--- src/rtl/fat12_cte_pkg.sv ---
// ----------------------------------------------------------------------------
// fat12_cte_pkg
// Shared types and constants of the FAT12 cluster table engine.
// ----------------------------------------------------------------------------
`default_nettype none

package fat12_cte_pkg;

    localparam int MAX_ENTRIES = 4096;
    localparam int ROW_COUNT   = (MAX_ENTRIES + 1) / 2;
    localparam int ROW_W       = $clog2(ROW_COUNT);
    localparam int ROW_DATA_W  = 24;
    localparam int TABLE_BYTES = ROW_COUNT * 3;

    localparam int ENTRY_W  = 12;
    localparam int ACTION_W = 3;
    localparam int ADDR_W   = 13;
    localparam int BYTE_W   = 8;
    localparam int COUNT_W  = 13;

    localparam int RECIP_THIRD = 2731;
    localparam int RECIP_SHIFT = 13;
    localparam int PROD_W      = ADDR_W + 12;

    localparam logic [ENTRY_W-1:0] CLAIM_MARK  = 12'hFFF;
    localparam logic [COUNT_W-1:0] COUNT_RESET = 13'd2880;
    localparam logic [ROW_W-1:0]   ROW_LAST    = ROW_W'(ROW_COUNT - 1);

    localparam logic [ACTION_W-1:0] ACT_READ_ENTRY  = 3'd0;
    localparam logic [ACTION_W-1:0] ACT_WRITE_ENTRY = 3'd1;
    localparam logic [ACTION_W-1:0] ACT_ALLOCATE    = 3'd2;
    localparam logic [ACTION_W-1:0] ACT_WRITE_BYTE  = 3'd3;
    localparam logic [ACTION_W-1:0] ACT_READ_BYTE   = 3'd4;

    typedef enum logic [1:0] {
        ST_IDLE,
        ST_EXEC,
        ST_SCAN
    } state_t;

    typedef struct packed {
        logic [ACTION_W-1:0] action;
        logic [ENTRY_W-1:0]  cluster;
        logic [ENTRY_W-1:0]  next_value;
        logic [ADDR_W-1:0]   byte_addr;
        logic [BYTE_W-1:0]   byte_data;
    } item_t;

    typedef struct packed {
        logic [ENTRY_W-1:0] entry_value;
        logic               found;
        logic [ENTRY_W-1:0] allocated_index;
        logic [BYTE_W-1:0]  byte_out;
    } res_t;

    typedef struct packed {
        logic                  rd_en;
        logic                  wr_en;
        logic [ROW_W-1:0]      addr;
        logic [ROW_DATA_W-1:0] wr_data;
    } mem_req_t;

endpackage

`default_nettype wire

--- src/rtl/fat12_cte_core.sv ---
// ----------------------------------------------------------------------------
// fat12_cte_core
// Action sequencer: row address decode, read-modify-write and allocate scan.
// ----------------------------------------------------------------------------
`default_nettype none

module fat12_cte_core
    import fat12_cte_pkg::*;
(
    input  wire logic                  clk,
    input  wire logic                  rst_n,
    input  wire logic                  in_valid,
    output logic                       in_ready,
    input  wire item_t                 in_item,
    input  wire logic                  cfg_wr_en,
    input  wire logic [COUNT_W-1:0]    cfg_wr_data,
    output mem_req_t                   mem_req,
    input  wire logic [ROW_DATA_W-1:0] mem_rd_data,
    output logic                       res_valid,
    output res_t                       res,
    input  wire logic                  slot_free
);

    state_t               state_reg, state_next;
    logic [ACTION_W-1:0]  act_reg, act_next;
    logic                 odd_reg, odd_next;
    logic [ENTRY_W-1:0]   value_reg, value_next;
    logic [ADDR_W-1:0]    addr_reg, addr_next;
    logic [BYTE_W-1:0]    data_reg, data_next;
    logic [ROW_W-1:0]     row_reg, row_next;
    logic [COUNT_W-1:0]   count_reg;

    logic [PROD_W-1:0]    prod;
    logic [ROW_W-1:0]     in_byte_row;
    logic [ADDR_W-1:0]    lane_diff;
    logic [1:0]           lane;
    logic                 addr_ok;
    logic [BYTE_W-1:0]    lane_byte;
    logic [ROW_DATA_W-1:0] byte_merged;
    logic [COUNT_W-1:0]   even_idx;
    logic [COUNT_W-1:0]   odd_idx;
    logic                 even_hit;
    logic                 odd_hit;
    logic                 scan_last;

    assign prod        = PROD_W'(in_item.byte_addr) * PROD_W'(RECIP_THIRD);
    assign in_byte_row = prod[RECIP_SHIFT +: ROW_W];

    assign lane_diff = addr_reg - (ADDR_W'({row_reg, 1'b0}) + ADDR_W'(row_reg));
    assign lane      = lane_diff[1:0];
    assign addr_ok   = addr_reg < ADDR_W'(TABLE_BYTES);

    assign even_idx  = COUNT_W'({row_reg, 1'b0});
    assign odd_idx   = COUNT_W'({row_reg, 1'b1});
    assign even_hit  = (mem_rd_data[ENTRY_W-1:0] == '0) && (even_idx < count_reg);
    assign odd_hit   = (mem_rd_data[ROW_DATA_W-1:ENTRY_W] == '0) && (odd_idx < count_reg);
    assign scan_last = ((even_idx + COUNT_W'(2)) >= count_reg) || (row_reg == ROW_LAST);

    always_comb
    begin
        unique case (lane)
            2'd0:
            begin
                lane_byte   = mem_rd_data[7:0];
                byte_merged = {mem_rd_data[23:8], data_reg};
            end
            2'd1:
            begin
                lane_byte   = mem_rd_data[15:8];
                byte_merged = {mem_rd_data[23:16], data_reg, mem_rd_data[7:0]};
            end
            2'd2:
            begin
                lane_byte   = mem_rd_data[23:16];
                byte_merged = {data_reg, mem_rd_data[15:0]};
            end
            default:
            begin
                lane_byte   = '0;
                byte_merged = mem_rd_data;
            end
        endcase
    end

    always_ff @(posedge clk or negedge rst_n)
    begin
        if (!rst_n)
        begin
            state_reg <= ST_IDLE;
            count_reg <= COUNT_RESET;
        end
        else
        begin
            state_reg <= state_next;
            if (cfg_wr_en)
            begin
                count_reg <= cfg_wr_data;
            end
        end
    end

    always_ff @(posedge clk)
    begin
        act_reg   <= act_next;
        odd_reg   <= odd_next;
        value_reg <= value_next;
        addr_reg  <= addr_next;
        data_reg  <= data_next;
        row_reg   <= row_next;
    end

    always_comb
    begin
        state_next = state_reg;
        act_next   = act_reg;
        odd_next   = odd_reg;
        value_next = value_reg;
        addr_next  = addr_reg;
        data_next  = data_reg;
        row_next   = row_reg;
        in_ready   = 1'b0;
        mem_req    = '0;
        res_valid  = 1'b0;
        res        = '0;

        unique case (state_reg)
            ST_IDLE:
            begin
                in_ready = 1'b1;
                if (in_valid)
                begin
                    act_next    = in_item.action;
                    odd_next    = in_item.cluster[0];
                    value_next  = in_item.next_value;
                    addr_next   = in_item.byte_addr;
                    data_next   = in_item.byte_data;
                    mem_req.rd_en = 1'b1;
                    if (in_item.action == ACT_ALLOCATE)
                    begin
                        row_next   = '0;
                        state_next = ST_SCAN;
                    end
                    else
                    begin
                        if (in_item.action == ACT_WRITE_BYTE ||
                            in_item.action == ACT_READ_BYTE)
                        begin
                            row_next = in_byte_row;
                        end
                        else
                        begin
                            row_next = in_item.cluster[ENTRY_W-1:1];
                        end
                        state_next = ST_EXEC;
                    end
                    mem_req.addr = row_next;
                end
            end

            ST_EXEC:
            begin
                mem_req.addr = row_reg;
                if (slot_free)
                begin
                    res_valid  = 1'b1;
                    state_next = ST_IDLE;
                    unique case (act_reg)
                        ACT_READ_ENTRY:
                        begin
                            res.entry_value = odd_reg ? mem_rd_data[ROW_DATA_W-1:ENTRY_W]
                                                      : mem_rd_data[ENTRY_W-1:0];
                        end
                        ACT_WRITE_ENTRY:
                        begin
                            mem_req.wr_en   = 1'b1;
                            mem_req.wr_data = odd_reg ? {value_reg, mem_rd_data[ENTRY_W-1:0]}
                                                      : {mem_rd_data[ROW_DATA_W-1:ENTRY_W],
                                                         value_reg};
                        end
                        ACT_WRITE_BYTE:
                        begin
                            mem_req.wr_en   = addr_ok;
                            mem_req.wr_data = byte_merged;
                        end
                        ACT_READ_BYTE:
                        begin
                            res.byte_out = addr_ok ? lane_byte : '0;
                        end
                        default:
                        begin
                        end
                    endcase
                end
            end

            ST_SCAN:
            begin
                mem_req.addr = row_reg;
                priority if (even_hit || odd_hit)
                begin
                    if (slot_free)
                    begin
                        res_valid           = 1'b1;
                        res.found           = 1'b1;
                        res.allocated_index = even_hit ? even_idx[ENTRY_W-1:0]
                                                       : odd_idx[ENTRY_W-1:0];
                        mem_req.wr_en       = 1'b1;
                        mem_req.wr_data     = even_hit
                            ? {mem_rd_data[ROW_DATA_W-1:ENTRY_W], CLAIM_MARK}
                            : {CLAIM_MARK, mem_rd_data[ENTRY_W-1:0]};
                        state_next          = ST_IDLE;
                    end
                end
                else if (scan_last)
                begin
                    if (slot_free)
                    begin
                        res_valid  = 1'b1;
                        state_next = ST_IDLE;
                    end
                end
                else
                begin
                    row_next      = row_reg + ROW_W'(1);
                    mem_req.rd_en = 1'b1;
                    mem_req.addr  = row_next;
                end
            end

            default:
            begin
                state_next = ST_IDLE;
            end
        endcase
    end

endmodule

`default_nettype wire

--- config.mk ---
export PLATFORM = sky130hd
export DESIGN_NAME = fat12_cte_core
export DESIGN_NICKNAME = d
export VERILOG_FILES = /design/src/rtl/fat12_cte_pkg.sv /design/src/rtl/fat12_cte_core.sv
export SDC_FILE = /design/constraint.sdc
export NUM_CORES = 1
export LEC_CHECK = 0
export BUFFER_PORTS_ARGS = -buffer_cell sky130_fd_sc_hd__buf_2
export CAP_MARGIN = 15
export CORE_ASPECT_RATIO = 0.6
export CORE_MARGIN = 1.5
export CORE_UTILIZATION = 45
export CTS_BUF_LIST = sky130_fd_sc_hd__clkbuf_8
export DETAILED_ROUTE_END_ITERATION = 10
export GPL_TIMING_DRIVEN = 0
export PLACE_DENSITY = 0.67
export SYNTH_ARGS = -nofsm -noshare
export SYNTH_HDL_FRONTEND = slang
export SYNTH_SLANG_ARGS = --single-unit
--- constraint.sdc ---
create_clock -name clk -period 5.8 [get_ports clk]
set_input_delay 0.29 -clock clk [delete_from_list [all_inputs] [get_ports clk]]
set_output_delay 0.29 -clock clk [all_outputs]
set_load 0.01 [all_outputs]
# Word-level counts from Yosys, hierarchy flattened
# Cells that the tools add are included.
[classes] multipliers=1 order_cmp=4 n_reduce_logical=14 muxes=48 add_sub_neg=4 eq_ne=13
[ops] op="$mux 24" count=5
[ops] op="$pmux 24 s2" count=2
[ops] op="$pmux 24 s3" count=1
[ops] op="$mux 11" count=6
[ops] op="$mux 12" count=4
[ops] op="$mux 13" count=3
[ops] op="$pmux 11 s3" count=1
[ops] op="$mux 8" count=4
[ops] op="$lt 12x13->1" count=2
[ops] op="$logic_not 12->1" count=2
[ops] op="$mul 13x12->24 const B" count=1
[ops] op="$pmux 8 s3" count=1
[ops] op="$pmux 11 s2" count=1
[ops] op="$add 12x2->13 const B" count=1
[ops] op="$ge 13x13->1" count=1
[ops] op="$lt 13x13->1 const B" count=1
[ops] op="$add 11x1->11 const B" count=1
[ops] op="$eq 11x11->1 const B" count=1
[ops] op="$mux 1" count=10
[ops] op="$mux 2" count=5
[ops] op="$eq 3x2->1 const B" count=3
[ops] op="$pmux 1 s2" count=4
[ops] op="$eq 3x3->1 const B" count=2
[ops] op="$pmux 2 s3" count=1
[ops] op="13 further kinds" count=21
[totals] in_bits=90 register_bits=63 word_cells=92

# Logic depth before layout (Yosys ltp)
# Gate-level depths: netlist (run 1).
[logic_depth] ltp_word=8 ltp_mapped=18

# Least setup slack after synthesis (run 1)
# Ideal clock, no wire load.
[synth_timing] path_type="input -> output" from="input port in_item[10] (netlist name)" to="output port mem_req[32] (netlist name)" t_arrival_ps=4670 path_buffers=0 required_ps=5510 path_slack_ps=840 cell_stages=17 path_cell_list="ha_1 -> fa_1 -> inv_1 -> fa_1 -> inv_1 -> fa_1 -> inv_1 -> fa_1 -> inv_1 -> ha_1 -> a21oi_1 -> o221ai_1 -> a221oi_1 -> nand2_1 -> a21oi_1 -> mux2i_1 -> a31oi_1"
[synth_lines] item="start: declaration" line="fat12_cte_core.sv:14" text="input wire item_t in_item,"
[synth_lines] item="end: declaration" line="fat12_cte_core.sv:17" text="output mem_req_t mem_req,"

==> out/summary.md, run 1 <==
* final critical path time including I/O delays and setup: 5640 ps
* share of synthesized area spent on multiplexers: 0.0990
* highest achievable clock rate: 177 MHz
* Die Width: 175 µm
* Async S/R FF share, synth: 0.278
* Max Root-Sink Buffers: 2
* category of the worst setup path capture point: output port
* critical-path cell with the highest stage delay: sky130_fd_sc_hd__fa_1
* commonest register cell after synthesis: sky130_fd_sc_hd__edfxtp_1
* routed length on met1: 12.2 mm
* worst path required time: 5510 ps
* share of the yosys chip area belonging to registers: 0.195
* Post-Route Setup TNS: 0 ps
* final-report setup violation count: 0
* worst-case vdd ir drop: 0.000238 V
* total DRC errors in the routed layout: 0
* net count after synthesis: 1158
* post-synth cell types: 72
* slew at the pin closest to its max-slew limit: 802 ps
* CP arrival: 5350 ps
* Gate Count Post-Synth: 910
* wire length of the first global-routing pass: 39.0 mm
* Congestion Overflow GR: 0
* worst skew pair latency: 320 ps
* dominant combinational cell family by area after synthesis: adder cells
* compound-gate portion of the synthesized area: 0.155
* Max H-tree Level: 2
* count of boundary I/O pins: 162
* gp weighted congestion: 0.988
* type of the tightest min-delay check: primary input to register
* Synth Area in XOR/XNOR: 0.0297
* WL met3: 2.46 mm
* area growth from synthesis to layout: 16.7%
* Hold Fails Final Rpt: 0
* launching element type of the critical path: primary input
* number of warnings printed during yosys synthesis: 0
* total iterations of the first detailed-routing run: 7
* max-slew headroom at the worst pin: 0.465
* most used standard cell by instance count after synthesis: sky130_fd_sc_hd__inv_1
* antenna diode instance count: 0
* commonest cells in the synthesized netlist: sky130_fd_sc_hd__inv_1 (121), sky130_fd_sc_hd__ha_1 (114), sky130_fd_sc_hd__mux2i_1 (75), sky130_fd_sc_hd__nand2_1 (70), sky130_fd_sc_hd__nor2_1 (55)
* final WL: 24.7 mm
* share of post-route cells with drive strength above 1: 0.198
* area share of the leading cell type in the synthesized netlist: 0.179
* Post-synth EDFFs: 39
* max FFs per register: 13
* top layer reached by signal wires: met4
* total clock sinks: 54
* Fin Hold WS: 129 ps
* average detailed-routed wire length per instance: 18.8 µm
* Routed Antenna Nets: 0
* DR iter-0 viols: 806
* leakage power of the design: 4.57 nW
* largest area contributor in the netlist: sky130_fd_sc_hd__ha_1
* Rows: 37
* core footprint: 17200 µm²
* adder and majority cell fraction of the synthesized area: 0.290
* antenna violations before repair: 0
* Filler Cells Inserted: 1673
* power per cell area: 409 nW/µm²
* vias: 7527
* Die Outline Area: 18500 µm²
* average cell area after synthesis: 8.74 µm²
* worst path cell trace: buf_2 > ha_1 > ha_1 > inv_1 > fa_1 > inv_1 > fa_1 > inv_1 > fa_1 > inv_1 > ha_1 > a21oi_1 > nor4b_4 > o21bai_1 > xnor2_1 > o21a_1 > or3_1 > a31oi_1 > buf_2
* detailed-placement wirelength estimate: 20.1 mm
* Clock transition at path regs: 110 ps
* starting density of the core: 0.462
* y dimension of the die: 106 µm
* max_cap viols: 0
* Crit Path Max Fanout: 5
* CTS Root Buffer Type: sky130_fd_sc_hd__clkbuf_8
* met2 routed WL: 9.92 mm
* cell seen most often among critical-path stages: sky130_fd_sc_hd__inv_1
* synth top area cells: sky130_fd_sc_hd__ha_1 (18%), sky130_fd_sc_hd__edfxtp_1 (15%), sky130_fd_sc_hd__fa_1 (11%)
* register bit total from synthesis: 54
* run status: finished clean
* worst setup skew after layout: 7.49 ps
* sequential standard cell area: 1550 µm²
* average vias per placed instance: 5.73
* number of buffers added for setup after CTS: 0
* Port Buffers: 159
* post-synthesis simple-gate area fraction: 0.149
* delay of the slowest critical-path stage: 540 ps
* unrepaired setup endpoints after global routing: no
* number of global-route vias before repair: 7232
* count of pins over their slew limit: 0
* Syn Std Cell Area: 7950 µm²
* gr usage total: 0.268
* CTS tree: built
* # nets final: 1327
* share of the cycle needed by the critical path after routing: 0.972
* combined area of the multi-input logic cells: 5830 µm²
* crit path kind: primary input to output port
* total clock buffers created by CTS: 5
* maximum number of pins on one net before global-route repair: 22
## worst paths after layout
kind / startpoint / end / slack, ps / cells after the start
worst max register to register: row_reg[0]$_DFFE_PP_ / row_reg[1]$_DFFE_PP_ / 1430 / 16
worst min-delay path: in_item[2] / data_reg[2]$_DFFE_PP_ / 130 / 1
worst max-delay path: in_item[14] / mem_req[28] / 160 / 19
max in group asynchronous: rst_n / count_reg[6]$_DFFE_PN1P_ / 5070 / 2
min in group asynchronous: rst_n / state_reg[0]$_DFFE_PN0P_ / 410 / 2
worst min register to register: count_reg[0]$_DFFE_PN0P_ / count_reg[0]$_DFFE_PN0P_ / 550 / 1
## timing repair
action | in CTS | in global routing
pin swaps | 0 | 3
endpoints found under the setup margin | 3 | 8
resized for setup | 2 | 14
endpoints found under the hold margin | 11 | 0
hold buffers | 1 | 0
## layout make-up
class                   count  share of cell area
well taps                 234              0.0316
clock buffers               5             0.00742
clock inverters             3             0.00432
repair buffers            162              0.0906
multi-input cells         692               0.628
flip-flops and latches     54               0.167
inverters                 121              0.0490
plain buffers              43              0.0214
## logic make-up (layout without fill, tap and decap cells)
group | Yosys count | count (layout)
buf+inv | 164 | 334
flops | 54 | 54
simple gates | 233 | 233
mux | 78 | 78
compound gates | 196 | 196
fa+ha+maj | 158 | 158
xor+xnor | 27 | 27
## power by group
group / switching [mW] / leakage, nW / internal, mW / total, mW
combinational: 1.73 / 3.97 / 1.16 / 2.90
clock: 0.144 / 0.0599 / 0.128 / 0.272
sequential: 0.0912 / 0.544 / 0.531 / 0.622
total: 1.97 / 4.57 / 1.82 / 3.79
## cells in the final DEF (no fill, tap or decap), types with 15 or more instances in the layout
| cell type | n |
|---|---|
| sky130_fd_sc_hd__clkbuf_1 | 32 |
| sky130_fd_sc_hd__buf_2 | 165 |
| sky130_fd_sc_hd__o22ai_1 | 26 |
| sky130_fd_sc_hd__nor2_1 | 54 |
| sky130_fd_sc_hd__a21oi_1 | 50 |
| sky130_fd_sc_hd__and2_1 | 15 |
| sky130_fd_sc_hd__o21ai_0 | 42 |
| sky130_fd_sc_hd__xnor2_1 | 15 |
| sky130_fd_sc_hd__inv_1 | 122 |
| sky130_fd_sc_hd__edfxtp_1 | 39 |
| sky130_fd_sc_hd__ha_1 | 113 |
| sky130_fd_sc_hd__nand3_1 | 19 |
| sky130_fd_sc_hd__mux2i_1 | 75 |
| sky130_fd_sc_hd__fa_1 | 44 |
| sky130_fd_sc_hd__nand2_1 | 70 |
## critical path: cells and delay by family
kind,cells,cell delay (ps)
buffers and inverters,6,580
AO/OA/AOI/OAI,4,1020
adder cells (fa/ha/maj),6,2550
XOR/XNOR,1,150
AND/OR/NAND/NOR,2,760
## per-stage QoR
stage | utilization | total power [mW] | std cells | setup slack (ps) | instance area (µm²)
after global routing | 0.539 | 4.11 | 1314 | 4.95 | 9280
after CTS | 0.535 | 3.62 | 1314 | 69.0 | 9210
final | 0.539 | 3.79 | 1314 | 164 | 9280
after floorplan | - | 2.61 | 910 | 840 | 7950
after global placement | 0.525 | 3.27 | 1303 | 1.09 | 9040
after detailed placement | 0.527 | 3.32 | 1305 | 0.0973 | 9080
## layer usage
layer  GRT usage  up-vias
li1            -     3542
met1       0.425     3583
met2       0.377      387
met3      0.0522       15
met4      0.0360        0
met5           0        -
(Power assumes the default switching activity.)
==> inputs of run 2 (changes only) <==
clock period = 6.1 ns   (was 5.8 ns; I/O delays follow)
==> run 2 against run 1 <==
Critical path depth is the same. Sequential power down 4.8%. Final cell count unchanged. Critical endpoint unchanged. First-iteration DRC count shrank 2.6%. Combinational power decreased by 8.3%.
==> out/summary.md, run 2 (same netlist as run 1, synthesis figures left out) <==
* run status: finished clean
* Hold Fails Final Rpt: 0
* final critical path time including I/O delays and setup: 5820 ps
* wire length of the first global-routing pass: 39.0 mm
* core footprint: 17200 µm²
* average detailed-routed wire length per instance: 18.6 µm
* category of the worst setup path capture point: output port
* area growth from synthesis to layout: 15.9%
* top library cells by usage in the layout, fill and taps aside: sky130_fd_sc_hd__buf_2 (165), sky130_fd_sc_hd__inv_1 (122), sky130_fd_sc_hd__ha_1 (114)
* worst reg2reg path depth: 16
* Die Outline Area: 18500 µm²
* worst path cell trace: buf_2 > ha_1 > fa_1 > inv_1 > fa_1 > inv_1 > fa_1 > inv_1 > fa_1 > inv_1 > ha_1 > a21oi_1 > o221ai_1 > o21bai_1 > xnor2_1 > o21a_1 > or3_1 > a31oi_1 > buf_2
* number of logic stages on the critical path including buffering: 19
* crit path from: in_item[10]
* depth of the worst hold-timing path: 1
* final-report setup violation count: 0
* crit path kind: primary input to output port
* placed cell count: 1305
* maximum number of pins on one net before global-route repair: 22
* Max H-tree Level: 2
* highest achievable clock rate: 172 MHz
* reg-to-reg setup timing slack: 1680 ps
* Filler Cells Inserted: 1676
* slew at the pin closest to its max-slew limit: 833 ps
* # nets final: 1327
* leakage power of the design: 4.55 nW
* detailed-placement wirelength estimate: 20.1 mm
* count of pins over their slew limit: 0
* gp weighted congestion: 0.988
* delay of the slowest critical-path stage: 540 ps
* total clock buffers created by CTS: 5
* unrepaired setup endpoints after global routing: no
* total clock sinks: 54
* y dimension of the die: 106 µm
* total DRC errors in the routed layout: 0
* share of the cycle needed by the critical path after routing: 0.954
* count of boundary I/O pins: 162
* power per cell area: 381 nW/µm²
* antenna diode instance count: 0
* critical-path cell with the highest stage delay: sky130_fd_sc_hd__fa_1
* non-filler cells, final: 1314
* average vias per placed instance: 5.70
* end of the worst register-to-register path: row_reg[1]$_DFFE_PP_
* Port Buffers: 159
* worst setup skew after layout: 5.78 ps
* max FFs per register: 13
* starting density of the core: 0.462
* max-slew headroom at the worst pin: 0.445
* Clock transition at path regs: 110 ps
* Critical path buffers and inverters: 6
* number of buffers added for setup after CTS: 0
* worst-case vdd ir drop: 0.000234 V
* CTS Root Buffer Type: sky130_fd_sc_hd__clkbuf_8
* vias: 7484
* Rows: 37
* Reg-to-Reg Start: row_reg[0]$_DFFE_PP_
* share of post-route cells with drive strength above 1: 0.193
* Post-Route Setup TNS: 0 ps
* Congestion Overflow GR: 0
* type of the tightest min-delay check: primary input to register
* Crit Path Max Fanout: 6
* Die Width: 175 µm
* commonest non-fill, non-tap cell in the layout: sky130_fd_sc_hd__buf_2
* antenna violations before repair: 0
* Worst Setup EP: mem_req[28]
* number of global-route vias before repair: 7234
* gr usage total: 0.268
* worst path required time: 5790 ps
* CP arrival: 5520 ps
* max_cap viols: 0
* CTS tree: built
* final WL: 24.5 mm
* Routed Antenna Nets: 0
* Largest delay share family, worst path: adder cells
* launching element type of the critical path: primary input
* DR iter-0 viols: 785
* total iterations of the first detailed-routing run: 7
* Max Root-Sink Buffers: 2
* worst skew pair latency: 320 ps
run 2: cell type report:
class	count	area (µm²)	share of cell area
buffer	43	199	0.0216
clock buffer	5	68.8	0.00746
clock inverter	3	40.0	0.00434
inverter	121	454	0.0493
multi-input combinational	692	5770	0.626
sequential	54	1550	0.168
tap	234	293	0.0318
timing repair buffer	162	841	0.0912
run 2: worst min-delay path by stage:
stage / startpoint / endpoint / slack [ps]
2_1_floorplan: rst_n / count_reg[0]$_DFFE_PN0P_ / 9
3_3_place_gp: rst_n / count_reg[10]$_DFFE_PN0P_ / 240
3_5_place_dp: rst_n / count_reg[10]$_DFFE_PN0P_ / 240
4_1_cts: in_item[23] / value_reg[2]$_DFFE_PP_ / 140
5_1_grt: in_item[24] / value_reg[3]$_DFFE_PP_ / 130
6_report: in_item[2] / data_reg[2]$_DFFE_PP_ / 150
run 2: stage by stage:
stage           util  hold slack [ps]  power (mW)  setup slack [ps]  area (µm²)
2_1_floorplan      -             9.41        2.48              1110        7950
3_3_place_gp   0.525              238        3.11               271        9040
3_5_place_dp   0.527              245        3.16               270        9080
4_1_cts        0.534              143        3.44               237        9200
5_1_grt        0.535              131        3.81              20.8        9220
6_report       0.535              145        3.51               280        9220
run 2: timing repair:
action / CTS / global route
endpoints found under the hold margin: 11 / 0
setup endpoints to repair: 0 / 6
hold buffers: 1 / 0
gates resized for setup: 0 / 5
run 2: metal layers:
layer / global-route usage / wire, µm / vias to the layer above
li1: - / - / 3543
met1: 0.425 / 12200 / 3531
met2: 0.377 / 9750 / 389
met3: 0.0522 / 2380 / 21
met4: 0.0360 / 193 / 0
met5: 0 / 0 / -
run 2: where the power goes:
group          leakage (nW)  internal [mW]  switching, mW
clock network        0.0599          0.122          0.135
logic                  3.95           1.07           1.60
registers             0.544          0.505         0.0873
total                  4.55           1.69           1.82
run 2: worst reg2reg max path, stage by stage (launching register included):
cell and delay, ps:
sky130_fd_sc_hd__edfxtp_1 560, sky130_fd_sc_hd__ha_1 320, sky130_fd_sc_hd__and3_1 220, sky130_fd_sc_hd__buf_6 130, sky130_fd_sc_hd__and3_4 220, sky130_fd_sc_hd__and3_4 220, sky130_fd_sc_hd__and3_4 230, sky130_fd_sc_hd__xor2_1 160
sky130_fd_sc_hd__ha_1 260, sky130_fd_sc_hd__a21oi_1 200, sky130_fd_sc_hd__o211a_1 180, sky130_fd_sc_hd__a221oi_1 170, sky130_fd_sc_hd__a211oi_4 520, sky130_fd_sc_hd__and2_1 230, sky130_fd_sc_hd__buf_6 150, sky130_fd_sc_hd__mux2i_2 260
sky130_fd_sc_hd__o32ai_1 140
