`src/rtl/fat12_cte_pkg.sv`:
```
// ----------------------------------------------------------------------------
// fat12_cte_pkg
// Shared types and constants of the FAT12 cluster table engine.
// ----------------------------------------------------------------------------
`default_nettype none

package fat12_cte_pkg;

    localparam int MAX_ENTRIES = 4096;
    localparam int ROW_COUNT   = (MAX_ENTRIES + 1) / 2;
    localparam int ROW_W       = $clog2(ROW_COUNT);
    localparam int ROW_DATA_W  = 24;
    localparam int TABLE_BYTES = ROW_COUNT * 3;

    localparam int ENTRY_W  = 12;
    localparam int ACTION_W = 3;
    localparam int ADDR_W   = 13;
    localparam int BYTE_W   = 8;
    localparam int COUNT_W  = 13;

    localparam int RECIP_THIRD = 2731;
    localparam int RECIP_SHIFT = 13;
    localparam int PROD_W      = ADDR_W + 12;

    localparam logic [ENTRY_W-1:0] CLAIM_MARK  = 12'hFFF;
    localparam logic [COUNT_W-1:0] COUNT_RESET = 13'd2880;
    localparam logic [ROW_W-1:0]   ROW_LAST    = ROW_W'(ROW_COUNT - 1);

    localparam logic [ACTION_W-1:0] ACT_READ_ENTRY  = 3'd0;
    localparam logic [ACTION_W-1:0] ACT_WRITE_ENTRY = 3'd1;
    localparam logic [ACTION_W-1:0] ACT_ALLOCATE    = 3'd2;
    localparam logic [ACTION_W-1:0] ACT_WRITE_BYTE  = 3'd3;
    localparam logic [ACTION_W-1:0] ACT_READ_BYTE   = 3'd4;

    typedef enum logic [1:0] {
        ST_IDLE,
        ST_EXEC,
        ST_SCAN
    } state_t;

    typedef struct packed {
        logic [ACTION_W-1:0] action;
        logic [ENTRY_W-1:0]  cluster;
        logic [ENTRY_W-1:0]  next_value;
        logic [ADDR_W-1:0]   byte_addr;
        logic [BYTE_W-1:0]   byte_data;
    } item_t;

    typedef struct packed {
        logic [ENTRY_W-1:0] entry_value;
        logic               found;
        logic [ENTRY_W-1:0] allocated_index;
        logic [BYTE_W-1:0]  byte_out;
    } res_t;

    typedef struct packed {
        logic                  rd_en;
        logic                  wr_en;
        logic [ROW_W-1:0]      addr;
        logic [ROW_DATA_W-1:0] wr_data;
    } mem_req_t;

endpackage

`default_nettype wire

```
`src/rtl/fat12_cte_obuf.sv`:
```
// ----------------------------------------------------------------------------
// fat12_cte_obuf
// Result register between the sequencer and the output stream.
// ----------------------------------------------------------------------------
`default_nettype none

module fat12_cte_obuf
    import fat12_cte_pkg::*;
(
    input  wire logic        clk,
    input  wire logic        rst_n,
    input  wire logic        res_valid,
    input  wire res_t        res,
    output logic             slot_free,
    output logic             m_tvalid,
    input  wire logic        m_tready,
    output logic [31:0]      m_tdata,
    output logic [0:0]       m_tuser
);

    logic  out_valid_reg, out_valid_next;
    res_t  out_res_reg, out_res_next;

    assign slot_free = !out_valid_reg || m_tready;

    always_comb
    begin
        out_valid_next = out_valid_reg;
        out_res_next   = out_res_reg;
        if (slot_free)
        begin
            out_valid_next = res_valid;
            if (res_valid)
            begin
                out_res_next = res;
            end
        end
    end

    always_ff @(posedge clk or negedge rst_n)
    begin
        if (!rst_n)
        begin
            out_valid_reg <= 1'b0;
        end
        else
        begin
            out_valid_reg <= out_valid_next;
        end
    end

    always_ff @(posedge clk)
    begin
        out_res_reg <= out_res_next;
    end

    assign m_tvalid = out_valid_reg;
    assign m_tdata  = {out_res_reg.byte_out, out_res_reg.allocated_index,
                       out_res_reg.entry_value};
    assign m_tuser  = out_res_reg.found;

endmodule

`default_nettype wire

```
`config.mk`:
```
export PLATFORM = sky130hd
export DESIGN_NAME = fat12_cte_obuf
export DESIGN_NICKNAME = d
export VERILOG_FILES = /design/src/rtl/fat12_cte_pkg.sv /design/src/rtl/fat12_cte_obuf.sv
export SDC_FILE = /design/constraint.sdc
export NUM_CORES = 1
export LEC_CHECK = 0
export ABC_AREA = 0
export BUFFER_PORTS_ARGS = -buffer_cell sky130_fd_sc_hd__buf_4
export CAP_MARGIN = 10
export CORE_ASPECT_RATIO = 0.75
export CORE_MARGIN = 2
export CORE_UTILIZATION = 35
export DETAILED_ROUTE_END_ITERATION = 6
export PLACE_DENSITY = 0.7
export SLEW_MARGIN = 20
export SYNTH_ARGS = -nofsm -noshare
export SYNTH_HDL_FRONTEND = slang
export SYNTH_SLANG_ARGS = --single-unit
```
`constraint.sdc`:
```
create_clock -name clk -period 1.76 [get_ports clk]
set_input_delay 0 -clock clk [delete_from_list [all_inputs] [get_ports clk]]
set_output_delay 0 -clock clk [all_outputs]
set_load 0.01 [all_outputs]
```
## Yosys cells after proc, flatten, opt, wreduce, memory -nomap -nowiden

Cells that the tools add are included.
W data, S select, Z words.

| storage, ports and cells | value |
|---|---|
| register bits after elaboration | 34 |
| latch bits | 0 |
| bits in writable memories | 0 |
| bits in read-only memories | 0 |
| output and inout bits | 35 |
| memories | 0 |

| cells by class | value |
|---|---|
| $add $sub $neg | 0 |
| $mul | 0 |
| div/mod/pow operators | 0 |
| magnitude comparators | 0 |
| equality and inequality tests | 0 |
| shifts and indexed selects | 0 |
| muxes and demuxes | 0 |
| bitwise gates (word level) | 0 |
| reduce and logical (&&, ||, !) cells | 3 |

Operator list:

| kind | count |
|---|---|
| $reduce_and A2 Y1 | 1 |
| $logic_not A1 Y1 | 1 |
| $logic_or A1 B1 Y1 | 1 |

## Longest topological paths before layout

Gate-level depths: netlist (run 1).

| depth | value |
|---|---|
| depth after elaboration | 3 |
| mapped depth | 2 |

## Worst setup path before layout (run 1)

No wires, ideal clock.

| timing path | value |
|---|---|
| path kind | reg-to-reg |
| start point | reg out_valid_reg, in the netlist m_tvalid |
| end point | reg out_res_reg (netlist bit m_tdata[0]) (enable) |
| arrival time | 0.876 ns |
| slack | 0.543 ns |
| cell stages (with the launch flop) | 3 |
| period minus slack after synthesis | 1.217 ns |
| path through | dfrtp_1 -> nand2b_4 -> and2_4 |

| on the way | value |
|---|---|
| word-level cells in the longest chain between the ends | 3 |

Ends and longest elaborated chain:

| what | line | text |
|---|---|---|
| start, declared | fat12_cte_obuf.sv:21 | `logic out_valid_reg, out_valid_next;` |
| start signal, assigned | fat12_cte_obuf.sv:48 | `out_valid_reg <= out_valid_next;` |
| $logic_not A1 Y1 | fat12_cte_obuf.sv:24 | `assign slot_free = !out_valid_reg \|\| m_tready;` |
| $logic_or A1 B1 Y1 | fat12_cte_obuf.sv:24 |  |
| net slot_free | fat12_cte_obuf.sv:14 | `output logic slot_free,` |
| $reduce_and A2 Y1 (no source line) | n/a |  |
| end signal, assigned | fat12_cte_obuf.sv:54 | `out_res_reg <= out_res_next;` |
| end, declared | fat12_cte_obuf.sv:22 | `res_t out_res_reg, out_res_next;` |

The timed path passes the listed nets, and every way through them passes these cells.
A chain may end at the register's enable or synchronous reset.

## Worst setup path in the final report (run 1)

| timing path | value |
|---|---|
| start point | reg out_valid_reg, in the netlist m_tvalid |
| end point | reg out_res_reg (netlist bit m_tdata[13]) (enable) |

| on the way | value |
|---|---|
| word-level cells in the longest chain between the ends | 3 |

Ends and longest elaborated chain:

| what | line |
|---|---|
| $logic_not A1 Y1 | fat12_cte_obuf.sv:24 |
| $logic_or A1 B1 Y1 | fat12_cte_obuf.sv:24 |
| $reduce_and A2 Y1 (no source line) | n/a |

No other way between the ends.

==> PnR_summary.wiki, run 1 <==
{| class="wikitable"
! Metric !! Value
|-
| Result of the run || complete, no violations
|-
| Period utilisation layout || about 74%
|-
| Share of the synthesized area in the top cell type || 94.9%
|-
| Number of instances in the synthesized netlist || 37
|-
| Number of design rule violations left after detail routing || 0
|-
| Die height || a little over 50 um
|-
| Antenna violations before repair || 0
|-
| CP Data Required Time || 1.69 ns
|-
| Final routed wire length divided by cell count || ~13 um
|-
| Post-route non-filler standard cell count || between 150 and 200
|-
| Part of the power in registers || ~46%
|-
| Leak Pwr || 0.000899 uW
|-
| Post-CTS resize count || 0
|-
| Setup Slack @ Placement || about 0.49 ns
|-
| Worst Setup Start Kind || register
|-
| Via-per-instance ratio || around 4
|-
| Worst VDD drop || between 0.6 and 0.7 mV
|-
| Internal power summed over all cells || about 1700 uW
|-
| Placer's final routability congestion estimate || 0.668
|-
| Total number of nets in the final design || between 150 and 200
|-
| Detailed-placement wirelength estimate || 1.42 mm
|-
| CTS HTree Levels || 2
|-
| # IOs || between 70 and 80
|-
| Max Buffers Root-to-Sink || 2
|-
| Post-synthesis sequential area ratio || 97.2%
|-
| GRT Residual Overflow || 0
|-
| Register bit count reported by yosys || 34
|-
| Count of final max-slew check failures || 0
|-
| Yosys warning count || 0
|-
| Horizontal die dimension || about 67 um
|-
| Number of enable flip-flop cells after synthesis || 33
|-
| Critical path arrival || ~1.2 ns
|-
| Number of core rows || 17
|-
| Final critical-path setup slack || roughly 0.45 ns
|-
| Drt first-iter violations || 19
|-
| Number of hold violations in the final report || 0
|-
| Later-pin clock latency in the skew report || about 0.28 ns
|-
| Number of global-route vias before repair || between 800 and 900
|-
| Clock group share of total power || around 42%
|-
| Share of final-layout standard cells stronger than drive strength 1 || roughly 54%
|-
| Placement-stage cell area || 0.00163 sq mm
|-
| Critical-path top delay cell || sky130_fd_sc_hd__dfrtp_1
|-
| Gate power share || between 10% and 20%
|-
| Worst rel slew slack || around 72%
|-
| Port Buffers || 71
|-
| Sw Share || roughly 18%
|-
| Power Dens Cells || 977 mW/mm^2
|-
| Setup TNS Final || 0 ns
|-
| Core ar. || slightly below 0.003 sq mm
|-
| Via count of the routed design || 771
|-
| Max-cap check violation count || 0
|-
| Synthesized area || ~0.0010 sq mm
|-
| Full die area || 0.00344 sq mm
|-
| Clock tree from TritonCTS || built
|-
| Worst Path Max Fanout || 33
|-
| Delay contributed by the slowest stage of the critical path || about 0.43 ns
|-
| Tightest Hold Check Type || in2reg
|-
| Layout area overhead || 103%
|-
| Final routed wirelength across all metal layers || 2.53 mm
|-
| CTS clock-pin slew for the worst setup and hold paths || about 0.07 ns
|-
| Most instantiated library cell after synthesis || sky130_fd_sc_hd__edfxtp_1
|-
| Starting density of the core || between 30% and 40%
|-
| Number of distinct library cells after synthesis || 5
|-
| Measured slew at the worst slew-check pin || about 0.42 ns
|-
| Final non-filler cell area || around 0.0021 sq mm
|-
| Final clock skew || about 0.01 ns
|-
| Diode count || 0
|-
| Pin count of the biggest net entering global routing || 34
|-
| Net count of the mapped netlist || 74
|-
| # placed instances || around 150
|-
| Commonest cells in the synthesized netlist || sky130_fd_sc_hd__edfxtp_1, sky130_fd_sc_hd__and2_4, sky130_fd_sc_hd__dfrtp_1, sky130_fd_sc_hd__nand2b_1, sky130_fd_sc_hd__nand2b_4
|-
| Setup repair after global routing missed its margin || no
|-
| # fillers || about 190
|-
| Total number of clock tree sinks || 34
|-
| Utilization of the core after routing || about 73%
|-
| Number of buffers created by CTS || 5
|-
| Mean area per synthesized cell || 28.2 sq um
|-
| First-pass GRT wire length || approximately 3.7 mm
|-
| Switching pwr || about 370 uW
|-
| Primary FF master, synth || sky130_fd_sc_hd__edfxtp_1
|-
| Worst Setup Path Type || reg2reg
|-
| Ranking of synthesized cells by area || sky130_fd_sc_hd__edfxtp_1, sky130_fd_sc_hd__dfrtp_1, sky130_fd_sc_hd__nand2b_4, sky130_fd_sc_hd__and2_4, sky130_fd_sc_hd__nand2b_1
|-
| Root Buffer Master || sky130_fd_sc_hd__clkbuf_8
|-
| Worst path cell trace || nand2b_4 -> and2_4
|-
| Asr flop ratio synth || just under 3%
|-
| Cell type with the largest total area after synthesis || sky130_fd_sc_hd__edfxtp_1
|-
| Kind of end point of the critical path || register
|-
| Highest Clock Rate || roughly 770 MHz
|-
| Router iterations before antenna repair || 4
|-
| Fin crit period || about 1.3 ns
|-
| Overall track demand over capacity in global routing || between 10% and 20%
|-
| Number of nets still failing antenna checks after routing || 0
|-
| Final-report setup violation count || 0
|}
## critical path: cells and delay by family (launching register included)
kind | cells | cell delay [ns]
simple gates | 2 | 0.51
flops | 1 | 0.43
## cell usage in the layout (no fill, tap or decap)
master / count
sky130_fd_sc_hd__dfrtp_1: 1
sky130_fd_sc_hd__edfxtp_1: 33
sky130_fd_sc_hd__nand2b_4: 1
sky130_fd_sc_hd__clkbuf_8: 6
sky130_fd_sc_hd__dlygate4sd3_1: 35
sky130_fd_sc_hd__nand2b_1: 1
sky130_fd_sc_hd__buf_4: 71
sky130_fd_sc_hd__and2_4: 1
sky130_fd_sc_hd__bufinv_16: 2
## layout make-up
class                           count  area, sq um  area share (%)
Clock inverter                      2         60.1            2.84
Tap cell                           38         47.5            2.24
Sequential cell                    34         1020            48.0
Clock buffer                        6         82.6            3.90
Multi-Input combinational cell      3         28.8            1.36
Timing Repair Buffer              106          883            41.7
## power by group through the flow
stage | sequential [uW] | clock (uW) | combinational [uW]
floorplan | 995 | 0 | 20.9
global route | 958 | 927 | 256
finish | 954 | 878 | 238
CTS | 955 | 888 | 236
detailed placement | 972 | 0 | 175
global placement | 970 | 0 | 171
## layer usage
layer | global-route usage, % | vias up | part of all wire (%)
met5 | 0 | - | 0
met4 | 11.2 | 0 | 2.1
met3 | 10.6 | 5 | 12
met2 | 28.1 | 45 | 53
met1 | 14.1 | 351 | 32
li1 | - | 370 | -
## sequential cells by signal (all words and copies together), names as in the netlist
signal / cells
m_tdata: 32
m_tvalid: 1
m_tuser: 1
## through the flow
| step | hold slack [ns] | power (uW) |
|---|---|---|
| floorplan | -0.296 | 1020 |
| global placement | -0.225 | 1140 |
| detailed placement | -0.220 | 1150 |
| CTS | 0.0131 | 2080 |
| global route | 0.0223 | 2140 |
| finish | 0.0199 | 2070 |
## cell families after synthesis
logic type       after synthesis  share of synthesized area, %
DFF                           34                          97.2
and+or+nand+nor                3                          2.75
## path summary, 6_finish.rpt
path / startpoint / end / slack, ns / depth (start not counted)
worst max-delay path: m_tvalid / m_tdata[13] / 0.45 / 2
worst min-delay path: m_tready / m_tvalid / 0.02 / 3
worst max register to register: m_tvalid / m_tdata[13] / 0.45 / 2
worst min register to register: m_tvalid / m_tvalid / 0.60 / 2
max in group asynchronous: rst_n / m_tvalid / 1.65 / 2
min in group asynchronous: rst_n / m_tvalid / 0.03 / 2
## what timing repair did
item | CTS | global route
setup buffers | 0 | 0
endpoints found under the hold margin | 35 | 0
hold buffers | 35 | 0
(Power assumes the default switching activity.)
==> run 2: changes to the inputs <==
- ABC_AREA: 0 -> 1
- clock period: 1.76 -> 1.3 ns (I/O delays scaled with it)
==> run 2 against run 1 <==
Clock skew shrank 0.0042 ns. Worst hold slack improved by 0.023 ns. Non-clock buffer count rose by 2. Sequential share of layout area is 0.43 points higher. Wire length rose by 9.3%. Area after synthesis decreased by 0.84%. Global-route usage is 1.3 points higher.
==> PnR_summary.wiki, run 2 <==
{| class="wikitable"
! Metric !! Value
|-
| Placer's final routability congestion estimate || between 0.6 and 0.7
|-
| Ranking of synthesized cells by area || sky130_fd_sc_hd__edfxtp_1, sky130_fd_sc_hd__dfrtp_1, sky130_fd_sc_hd__inv_1, sky130_fd_sc_hd__nand2_1, sky130_fd_sc_hd__a21oi_1
|-
| Antenna violations before repair || 0
|-
| Most instantiated library cell after synthesis || sky130_fd_sc_hd__edfxtp_1
|-
| GRT Residual Overflow || 0
|-
| Router iterations before antenna repair || 4
|-
| CP Data Required Time || around 1.3 ns
|-
| Number of enable flip-flop cells after synthesis || 33
|-
| Crit-path leading delay family || flip-flops
|-
| Number of buffers created by CTS || 5
|-
| Worst path cell trace || a21oi_4 -> buf_12
|-
| Fin crit period || 1.12 ns
|-
| Number of instances in the synthesized netlist || 39
|-
| # IOs || 72
|-
| Layout area overhead || 103%
|-
| Max Buffers Root-to-Sink || 2
|-
| Placement-stage cell area || around 0.0017 sq mm
|-
| Critical Path Source || m_tvalid
|-
| Number of hold violations in the final report || 0
|-
| Max-cap check violation count || 0
|-
| Full die area || around 0.0034 sq mm
|-
| Worst Setup Path Type || reg2reg
|-
| CTS HTree Levels || 2
|-
| Setup TNS Final || 0 ns
|-
| Setup Slack @ Placement || 0.197 ns
|-
| Primary FF master, synth || sky130_fd_sc_hd__edfxtp_1
|-
| Number of setup buffers added after CTS || 0
|-
| Root Buffer Master || sky130_fd_sc_hd__clkbuf_8
|-
| Final routed wirelength across all metal layers || roughly 2.8 mm
|-
| Number of design rule violations left after detail routing || 0
|-
| Critical path arrival || approximately 1.1 ns
|-
| Buffers plus inverters on the worst setup path || 1
|-
| Worst rel slew slack || around 87%
|-
| Number of flip-flops in the largest register || 32
|-
| Power Dens Cells || between 1000 and 1500 mW/mm^2
|-
| Clock tree from TritonCTS || built
|-
| Count of final max-slew check failures || 0
|-
| Number of core rows || 17
|-
| Leading cell type in the layout, fill and taps excluded || sky130_fd_sc_hd__buf_4
|-
| Setup repair after global routing missed its margin || no
|-
| Cell type with the largest total area after synthesis || sky130_fd_sc_hd__edfxtp_1
|-
| Worst reg2reg startpoint || m_tvalid
|-
| Kind of end point of the critical path || register
|-
| Later-pin clock latency in the skew report || between 0.2 and 0.3 ns
|-
| Total number of clock tree sinks || 34
|-
| Via count of the routed design || approximately 790
|-
| Via-per-instance ratio || around 4.1
|-
| Worst Setup Start Kind || register
|-
| Total number of nets in the final design || 191
|-
| Leak Pwr || approximately 0.00089 uW
|-
| Final critical-path setup slack || roughly 0.18 ns
|-
| Measured slew at the worst slew-check pin || slightly below 0.2 ns
|-
| Pin count of the biggest net entering global routing || 19
|-
| Period utilisation layout || 86.3%
|-
| Mean area per synthesized cell || roughly 27 sq um
|-
| Drt first-iter violations || 8
|-
| Overall track demand over capacity in global routing || 17.9%
|-
| Register bit count reported by yosys || 34
|-
| First-pass GRT wire length || 4.10 mm
|-
| Final-report setup violation count || 0
|-
| Final non-filler cell area || about 0.0021 sq mm
|-
| Number of global-route vias before repair || a little under 900
|-
| Diode count || 0
|-
| Worst hold slack across all endpoints || about 0.043 ns
|-
| Tightest Hold Check Type || in2async
|-
| Synthesized area || 0.00104 sq mm
|-
| Number of distinct library cells after synthesis || 5
|-
| Worst VDD drop || 0.793 mV
|-
| Total power draw || 2360 uW
|-
| Commonest cells after routing, fill and taps aside || sky130_fd_sc_hd__buf_4, sky130_fd_sc_hd__dlygate4sd3_1, sky130_fd_sc_hd__edfxtp_1, sky130_fd_sc_hd__clkbuf_8
|-
| Worst Path Max Fanout || 18
|-
| Net count of the mapped netlist || 76
|-
| CTS clock-pin slew for the worst setup and hold paths || roughly 0.070 ns
|-
| Horizontal die dimension || between 60 and 70 um
|-
| Share of final-layout standard cells stronger than drive strength 1 || approximately 52%
|-
| Post-CTS resize count || 0
|-
| Share of the synthesized area in the top cell type || 95.7%
|-
| Number of nets still failing antenna checks after routing || 0
|-
| Asr flop ratio synth || 2.94%
|-
| Port Buffers || 71
|-
| Highest Clock Rate || roughly 890 MHz
|-
| Final clock skew || roughly 0.0058 ns
|-
| Yosys warning count || 0
|-
| Result of the run || complete, no violations
|-
| Die height || 51.1 um
|-
| Core ar. || between 0.002 and 0.003 sq mm
|-
| Delay contributed by the slowest stage of the critical path || roughly 0.42 ns
|-
| Critical-path top delay cell || sky130_fd_sc_hd__dfrtp_1
|-
| Commonest cells in the synthesized netlist || sky130_fd_sc_hd__edfxtp_1, sky130_fd_sc_hd__inv_1, sky130_fd_sc_hd__nand2_1, sky130_fd_sc_hd__a21oi_1, sky130_fd_sc_hd__dfrtp_1
|-
| Post-synthesis sequential area ratio || between 90 and 100%
|-
| Starting density of the core || about 36%
|-
| Final routed wire length divided by cell count || 14.3 um
|}
run 2: cell types whose count changed after synthesis, sizes merged:
cell,change
nand2b,-2
and2,-1
a21oi,+1
nand2,+2
inv,+2
run 2: layout make-up:
| class | count | area, sq um |
|---|---|---|
| repair buffers | 108 | 923 |
| inverters | 2 | 7.51 |
| flip-flops and latches | 34 | 1020 |
| fillers | 178 | 772 |
| clock inverters | 2 | 8.76 |
| well taps | 38 | 47.5 |
| clock buffers | 6 | 72.6 |
| multi-input cells | 3 | 23.8 |
run 2: through the flow:
stage	instances	utilization, %
2_1_floorplan	39	-
3_3_place_gp	150	58.1
6_report	193	73.1
5_1_grt	193	73.1
3_5_place_dp	150	58.1
4_1_cts	193	73.1
run 2: layer usage:
layer | vias to the layer above | part of all wire, % | GRT usage (%)
li1 | 381 | - | -
met1 | 355 | 36 | 18.1
met2 | 51 | 50 | 30.3
met3 | 5 | 12 | 9.03
met4 | 0 | 1.7 | 9.18
met5 | - | 0 | 0
run 2: final timing paths:
kind,cells after the start,end,slack (ns)
setup / recovery,2,m_tdata[2],0.18
hold / removal,2,m_tvalid,0.04
setup reg to reg,2,m_tdata[2],0.18
hold reg to reg,2,m_tvalid,0.60
max in group asynchronous,2,m_tvalid,1.17
min in group clk,4,m_tvalid,0.05
run 2: cells by family after synthesis:
group	after synthesis	share of synthesized area, %
flops	34	98.1
simple gates	2	0.725
buf+inv	2	0.725
compound gates	1	0.483
run 2: what timing repair did:
item | 4_1_cts | 5_1_grt
endpoints found under the setup margin | 0 | 0
endpoints found under the hold margin | 35 | 0
hold buffers | 35 | 0
run 2: worst reg2reg max path, delay by kind of cell, from the launching register on:
| kind | cells | cell delay, ns |
|---|---|---|
| DFF | 1 | 0.42 |
| buffers and inverters | 1 | 0.19 |
| AOI/OAI and AO/OA | 1 | 0.21 |
run 2: report_power, final:
part	leakage [uW]	switching (uW)	internal [uW]	total, uW
sequential	0.000325	18.9	1280	1290
clock	0.0000426	348	367	716
combinational	0.000524	123	222	346
total	0.000892	491	1860	2360
==> run 3: changes to the inputs <==
- ABC_CLOCK_PERIOD_IN_PS: default -> 1300
- MAX_ROUTING_LAYER: default -> met4
==> run 3 against run 2 <==
Worst setup slack lost 0.0036 ns. Combinational power is essentially flat. Die area is the same. Sequential power is essentially flat. Final area is the same. Sequential share of layout area is the same. Largest power group unchanged.
==> PnR_summary.wiki, run 3 (synthesis gave the netlist of run 2 again) <==
{| class="wikitable"
! Metric !! Value
|-
| Port Buffers || between 70 and 80
|-
| Sw Share || between 20% and 30%
|-
| Full die area || around 0.0034 sq mm
|-
| Depth of the worst register-to-register path || 2
|-
| Number of buffers created by CTS || 5
|-
| Result of the run || complete, no violations
|-
| Number of design rule violations left after detail routing || 0
|-
| CP Data Required Time || roughly 1.3 ns
|-
| Total number of clock tree sinks || 34
|-
| Fin crit period || between 1 and 1.5 ns
|-
| Worst Path Max Fanout || 18
|-
| Number of flip-flops in the largest register || 32
|-
| Max-cap check violation count || 0
|-
| Later-pin clock latency in the skew report || 0.28 ns
|-
| Pin count of the biggest net entering global routing || 19
|-
| Number of global-route vias before repair || a little under 900
|-
| Worst Setup Start Kind || register
|-
| Clock tree from TritonCTS || built
|-
| Die height || around 50 um
|-
| Post-CTS resize count || 0
|-
| Worst Setup Path Type || reg2reg
|-
| CTS clock-pin slew for the worst setup and hold paths || ~0.070 ns
|-
| Via count of the routed design || 804
|-
| Final-report setup violation count || 0
|-
| Antenna violations before repair || 0
|-
| Clock group share of total power || ~30%
|-
| Worst reg2reg startpoint || m_tvalid
|-
| Placement-stage cell area || between 0.0015 and 0.002 sq mm
|-
| Final routed wirelength across all metal layers || roughly 2.8 mm
|-
| Placer's final routability congestion estimate || 0.679
|-
| Layout area overhead || 103%
|-
| # IOs || 72
|-
| Worst reg-to-reg setup slack || between 0.15 and 0.2 ns
|-
| Number of core rows || 17
|-
| Internal power summed over all cells || roughly 1900 uW
|-
| Total number of nets in the final design || about 190
|-
| Kind of end point of the critical path || register
|-
| Root Buffer Master || sky130_fd_sc_hd__clkbuf_8
|-
| Starting density of the core || between 30 and 40%
|-
| Tightest Hold Check Type || in2async
|-
| Period utilisation layout || 86.6%
|-
| Final routed wire length divided by cell count || ~14 um
|-
| Max Buffers Root-to-Sink || 2
|-
| Number of nets still failing antenna checks after routing || 0
|-
| Worst rel slew slack || slightly below 90%
|-
| Commonest cells after routing, fill and taps aside || sky130_fd_sc_hd__buf_4, sky130_fd_sc_hd__dlygate4sd3_1, sky130_fd_sc_hd__edfxtp_1, sky130_fd_sc_hd__clkbuf_8
|-
| # fillers || between 150 and 200
|-
| Overall track demand over capacity in global routing || 18.4%
|-
| Count of final max-slew check failures || 0
|-
| Gate power share || 14.7%
|-
| Setup repair after global routing missed its margin || no
|-
| Worst VDD drop || 0.805 mV
|-
| Drt first-iter violations || 13
|-
| Power Dens Cells || between 1000 and 1500 mW/mm^2
|-
| Final non-filler cell area || roughly 0.0021 sq mm
|-
| CTS HTree Levels || 2
|-
| Number of hold violations in the final report || 0
|-
| Via-per-instance ratio || roughly 4.2
|-
| Core ar. || around 0.0029 sq mm
|-
| Diode count || 0
|-
| Switching pwr || approximately 500 uW
|-
| Leading cell type in the layout, fill and taps excluded || sky130_fd_sc_hd__buf_4
|-
| Worst hold slack across all endpoints || roughly 0.040 ns
|-
| GRT Residual Overflow || 0
|-
| Horizontal die dimension || around 67 um
|-
| Measured slew at the worst slew-check pin || ~0.2 ns
|-
| Highest Clock Rate || 888 MHz
|-
| Capture point of the worst reg-to-reg path || m_tdata[2]
|-
| Router iterations before antenna repair || 4
|-
| Leak Pwr || between 0.0008 and 0.0009 uW
|-
| Critical path arrival || approximately 1.1 ns
|-
| First-pass GRT wire length || 4.08 mm
|-
| Part of the power in registers || 54.9%
|-
| Final clock skew || between 0.007 and 0.008 ns
|-
| Share of final-layout standard cells stronger than drive strength 1 || roughly 52%
|}
run 3: cell counts in the layout (fill, tap and decap cells not counted):
No cell type changed its count.
run 3: critical path, cell delays in order (launching register included):
cell and delay [ns]:
sky130_fd_sc_hd__dfrtp_1 0.42, sky130_fd_sc_hd__a21oi_4 0.21, sky130_fd_sc_hd__buf_12 0.19
run 3: repair_timing:
item | in CTS | in global routing
setup buffers | 0 | 0
hold endpoints to repair | 35 | 0
hold buffers | 35 | 0
run 3: area by class of cell:
type	instances	area [sq um]	share of cell area (%)
clock buffers	6	72.6	3.46
flip-flops and latches	34	1020	48.4
multi-input cells	3	23.8	1.13
repair buffers	108	923	44.0
clock inverters	2	8.76	0.417
inverters	2	7.51	0.358
well taps	38	47.5	2.26
run 3: worst max-delay path by stage:
stage | from | to | slack (ns) | cells past startpoint
final | m_tvalid | m_tdata[2] | 0.17 | 2
after global routing | m_tvalid | m_tdata[2] | 0.16 | 2
after CTS | m_tvalid | m_tdata[22] | 0.19 | 2
after detailed placement | m_tvalid | m_tdata[22] | 0.20 | 2
after global placement | m_tvalid | m_tdata[3] | 0.22 | 2
after floorplan | m_tvalid | m_tdata[0] | -0.15 | 1
run 3: per-stage QoR:
step                      utilization, %  total power [uW]  instances  setup slack (ns)  TNS (ns)
final                               73.1              2360        193             0.174         0
after global routing                73.1              2440        193             0.162         0
after CTS                           73.1              2360        193             0.186         0
after detailed placement            58.1              1570        150             0.197         0
after global placement              58.1              1570        150             0.221         0
after floorplan                        -              1380         39            -0.154     -5.09
run 3: power by group through the flow:
stage / registers (uW) / logic, uW / clock network (uW)
finish: 1290 / 346 / 716
global route: 1300 / 369 / 768
CTS: 1290 / 339 / 730
detailed placement: 1320 / 256 / 0
global placement: 1310 / 250 / 0
floorplan: 1350 / 27.8 / 0
run 3: routing by layer:
metal  vias up  routed length, um  GRT usage, %
met1       363                981          19.0
met5         -                  0             -
met3         6                333          7.71
met4         0                 46          9.18
met2        55               1400          30.3
li1        380                  -             -
